--- src/rtl/alle_ram.sv ---
module alle_ram #(
    parameter int WIDTH = 8,
    parameter int DEPTH = 256
) (
    input  logic                     i_clk,
    input  logic                     i_we,
    input  logic [$clog2(DEPTH)-1:0] i_waddr,
    input  logic [WIDTH-1:0]         i_wdata,
    input  logic [$clog2(DEPTH)-1:0] i_raddr,
    output logic [WIDTH-1:0]         o_rdata
);

    logic [WIDTH-1:0] mem [DEPTH];
    logic [WIDTH-1:0] r_rdata;

    always_ff @(posedge i_clk) begin
        if (i_we) begin
            mem[i_waddr] <= i_wdata;
        end
        r_rdata <= mem[i_raddr];
    end

    assign o_rdata = r_rdata;

endmodule

--- config.mk ---
export PLATFORM = sky130hd
export DESIGN_NAME = alle_ram
export DESIGN_NICKNAME = d
export VERILOG_FILES = /design/src/rtl/alle_ram.sv
export SDC_FILE = /design/constraint.sdc
export NUM_CORES = 2
export LEC_CHECK = 0
export BUFFER_PORTS_ARGS = -buffer_cell sky130_fd_sc_hd__buf_4
export CAP_MARGIN = 20
export CORE_UTILIZATION = 55
export DETAILED_ROUTE_END_ITERATION = 10
export GPL_ROUTABILITY_DRIVEN = 1
export GPL_TIMING_DRIVEN = 0
export PLACE_DENSITY_LB_ADDON = 0.1
export SLEW_MARGIN = 40
export SYNTH_ARGS = -nofsm -noshare
export SYNTH_HDL_FRONTEND = slang
export SYNTH_SLANG_ARGS = --single-unit
--- constraint.sdc ---
create_clock -name i_clk -period 5.7 [get_ports i_clk]
set_clock_uncertainty 0.1 [all_clocks]
set_input_delay 0.285 -clock i_clk [delete_from_list [all_inputs] [get_ports i_clk]]
set_output_delay 0.285 -clock i_clk [all_outputs]
set_load 0.02 [all_outputs]
# Word level (Yosys, flattened, before mapping)
# Memory sizes are Yosys's and may differ from the RTL's. A register that Yosys moved wholly into a read port is not among the register bits.
# Index checks and enable logic that the tools add are counted.
[word_totals]
regBits = 0
ram_bits = 2048
out_inout_bits = 8
elab_cells = 3
memories = 1
[classes]
muxes = 2
[memory_table]
columns = ["name", "words", "width", "read_ports", "rd_ports_with_merged_regs", "write_ports", "line_no", "text"]
rows = [
  ["mem", 256, 8, 1, 1, 1, "13", "logic [WIDTH-1:0] mem [DEPTH];"],
]
[op_table]
columns = ["cell", "n"]
rows = [
  ["$mux 1", 2],
]

# Logic depth before layout (Yosys ltp)
[depth]
ltp_word = 2
mapped_depth = 11
depth_no_buf = 6

# Least setup slack after synthesis
# OpenSTA, ideal clock, no wires.
[synth_path]
path_kind = "input -> register"
from = "input i_raddr[0]"
to = "register r_rdata[2], in the netlist o_rdata[2], read port of mem"
setup_time_ps = 131
arrival_time_ps = 2092
t_required_ps = 5469
path_slack_ps = 3377
stages = 9
path_cell_list = "buf_6 -> buf_12 -> buf_8 -> buf_2 -> mux4_2 -> a22oi_1 -> a21oi_1 -> nor4_1 -> nor4_2"
[synth_lines]
columns = ["element", "line_no", "text"]
rows = [
  ["from (decl)", "9", "input logic [$clog2(DEPTH)-1:0] i_raddr,"],
  ["to (decl)", "14", "logic [WIDTH-1:0] r_rdata;"],
]

==> key figures <==
Synthesis
  • Syn Nets: between 3,000 and 4,000
  • Ys Warns: 0
  • Flops & latches, synth: just over 2,000
  • Syn Inst Count: 3,733
  • Synth top area share: 77.30%
  • Async S/R FF share, synth: 0%
  • Main area contributors after synthesis: edfxtp_1 77%, mux4_2 13%, mux2i_1 1.7%
  • Average cell area after synthesis: 21.31 um2
  • Post-synthesis cell type count: 55
  • Synthesized area: approximately 0.080 mm2
  • Seq/Total Area, Yosys: between 70% and 80%
  • Largest area contributor in the netlist: edfxtp_1
  • Synth Flop Type: edfxtp_1
  • Post-synth EDFFs: 2,048

Pwr
  • Clock power share: 41.6%
  • Leakage: ~0.028 uW
  • P_int: 24,740 uW
  • Pwr dens: 351.4 mW/mm2
  • Combinational share of power: between 5 and 6%
  • Net Sw Frac: 22.15%
  • Part of the power in registers: 52.5%
  • Net switching power: approximately 7000 uW
  • VDD IR max: 282.5 uV

CTS
  • Postcts setup bufs: 0
  • Clock latency at the later pin of the worst-skew pair: between 0.8 and 0.9 ns
  • CTS Sinks: between 2,000 and 2,500
  • CTS Buf Count: 204
  • Clk slew on worst S/H paths: 0.06 ns
  • Clk root buf: clkbuf_16
  • H-tree levels: 4
  • CTS resizes: 0
  • Max clock buf depth: 3
  • TritonCTS clock tree: built

Drt
  • Post-DR vias/cell: 6.868
  • DR iter-0 viols: 6,503
  • Via count: between 40,000 and 50,000
  • Final wirelength: about 240 mm
  • Routed len/inst: slightly below 40 um
  • First drt pass iteration count: 6
  • Antenna-violating nets left: 0
  • DRC: 0

GRT
  • Initial antenna violation count: 9
  • GRT Overall Usage: 33.19%
  • Met2 usage: 49.95%
  • Grt ovf: 0
  • Largest net degree at the start of global routing: ~100
  • Vias in the first global route: 40,400
  • Met3 Usage GRT: 8.657%
  • Global-route wire length before repair: roughly 330 mm
  • Grt met1 use: 46.39%
  • Most used routing layer: met2

Placed design
  • Final HPWL DP: 162.1 mm
  • Port Buffer Count: 26
  • RePlAce Congestion: 0.9205

Worst setup path
  • Crit path max fanout: 11
  • Setup Crit Path Kind: input port to flop
  • Critical Path RT: 6.26 ns
  • WP data arrival: 4.19 ns
  • Worst setup EP type: flop
  • Critical Path Source Type: input port

Cells and area
  • Core Util, Final: 63.05%
  • Most common cell after layout, fill and taps aside: edfxtp_1
  • Area Growth Syn to Fin: 13.71%
  • Layout cells sized above 1: 27.65%
  • Layout net count: roughly 4,000
  • Commonest cells after routing, fill and taps aside: 2,048 x edfxtp_1, 454 x mux4_2, 209 x clkbuf_16, 150 x nor2_2, 134 x mux2i_1

STA
  • Slew of the pin with the lowest slew margin: 0.9619 ns
  • Crit path time final: around 3.6 ns
  • Setup-failing EPs final: 0
  • Period Utilization, post-route: a little under two thirds
  • Maximum clock frequency: 0.2751 GHz
  • Fin. max-slew vios: 0
  • Setup TNS: 0 ns
  • RSZ-0062 raised after global routing: false
  • Hold violation count in the final report: 0
  • Slew HR: 35.28%

Die
  • Num rows: 139
  • Core Area: 0.1435 mm2
  • Die W: between 300 and 400 um
  • # IOs: 34
  • Starting density of the core: 55.45%
  • Die ar.: 0.1462 mm2
  • Die Y: 382.3 um

Worst hold path
  • HP Class: input port to flop

Flow run
  • Max-cap check violation count: 0

Outcome
  • Status: finished, final reports clean
==> path summary, 6_finish.rpt <==
check / slack [ns] / from / cells after the start / end
setup / recovery: 2.07 / i_raddr[2] / 9 / o_rdata[0]
hold / removal: 0.18 / i_waddr[4] / 3 / mem[112][2]
setup reg to reg: 2.66 / mem[172][0] / 6 / o_rdata[0]
hold reg to reg: 1.29 / mem[32][5] / 6 / o_rdata[5]
==> synthesized netlist by cell type, types with 4 or more instances <==
| master | n |
|---|---|
| nor4_1 | 24 |
| o221ai_1 | 46 |
| buf_4 | 27 |
| mux2i_1 | 134 |
| and2_1 | 6 |
| nand2_1 | 33 |
| buf_12 | 8 |
| o21ai_0 | 10 |
| buf_1 | 22 |
| buf_8 | 13 |
| a21oi_1 | 96 |
| dfxtp_1 | 8 |
| clkbuf_1 | 111 |
| a22oi_1 | 133 |
| nand3_1 | 34 |
| buf_2 | 31 |
| o211ai_1 | 10 |
| nand4_1 | 10 |
| buf_6 | 21 |
| nor3_1 | 22 |
| or2_2 | 4 |
| mux4_2 | 454 |
| o22a_1 | 5 |
| nand2b_1 | 8 |
| nor2_1 | 282 |
| o22ai_1 | 28 |
| edfxtp_1 | 2048 |
| a211oi_1 | 16 |
| a221oi_1 | 13 |
| a22o_1 | 8 |
| nor2b_1 | 31 |
| o32ai_1 | 4 |
==> registers in the layout, indices dropped and copies added, names as in the netlist <==
| signal | flops |
|---|---|
| mem | 2048 |
| o_rdata | 8 |
==> cell type report <==
class / count / area, um2
diodes: 9 / 22.52
plain buffers: 233 / 1549
clock buffers: 268 / 5512
clock inverters: 109 / 1001
fillers: 9778 / 53020
inverters: 2 / 7.507
multi-input cells: 1442 / 16990
flip-flops and latches: 2056 / 61660
well taps: 1903 / 2381
repair buffers: 74 / 1344
==> power groups by stage <==
stage               clock [uW]  combinational (uW)  sequential, uW
finish                   13200                1870           16700
global route             13800                1900           16700
CTS                      13300                1840           16700
detailed placement           0                1830           17000
global placement             0                1710           17000
floorplan                    0                 810           17000
==> routing by layer <==
| metal | vias to the layer above | share of wire [%] |
|---|---|---|
| met3 | 481 | 11 |
| li1 | 16310 | - |
| met5 | - | 0.020 |
| met2 | 2794 | 46 |
| met4 | 6 | 4.6 |
| met1 | 22270 | 38 |
==> worst max-delay path, stage by stage <==
cell	delay, ns
buf_4	0.16
buf_2	0.34
nor2b_1	0.53
clkbuf_1	0.72
clkbuf_1	0.64
a22oi_1	0.30
a21oi_1	0.39
nor4_1	0.17
nor4_2	0.64
==> logic make-up (layout without fill, tap and decap cells) <==
family / count (synthesis) / in the layout / synth area share, %
compound gates: 385 / 385 / 3.419
simple gates: 466 / 466 / 2.628
flops: 2056 / 2056 / 77.50
buf+inv: 235 / 686 / 1.831
other cells: 0 / 9 / 0
mux: 591 / 591 / 14.62
==> stage by stage <==
stage	setup WS (ns)	std cells	hold WS, ns	cell area (um2)	power, uW
floorplan	3.377	3733	0.2839	79560	17820
global placement	0.01802	5662	0.5971	82130	18730
detailed placement	1.359	5702	0.4877	83760	18820
CTS	2.242	6087	0.1354	90350	31770
global route	2.189	6089	0.1854	90440	32390
finish	2.065	6096	0.1793	90460	31780
==> timing repair <==
action	CTS	global route
setup endpoints to repair	0	0
hold buffers	8	0
hold endpoints to repair	794	0
No activity file was read; power rests on OpenSTA's default activity.
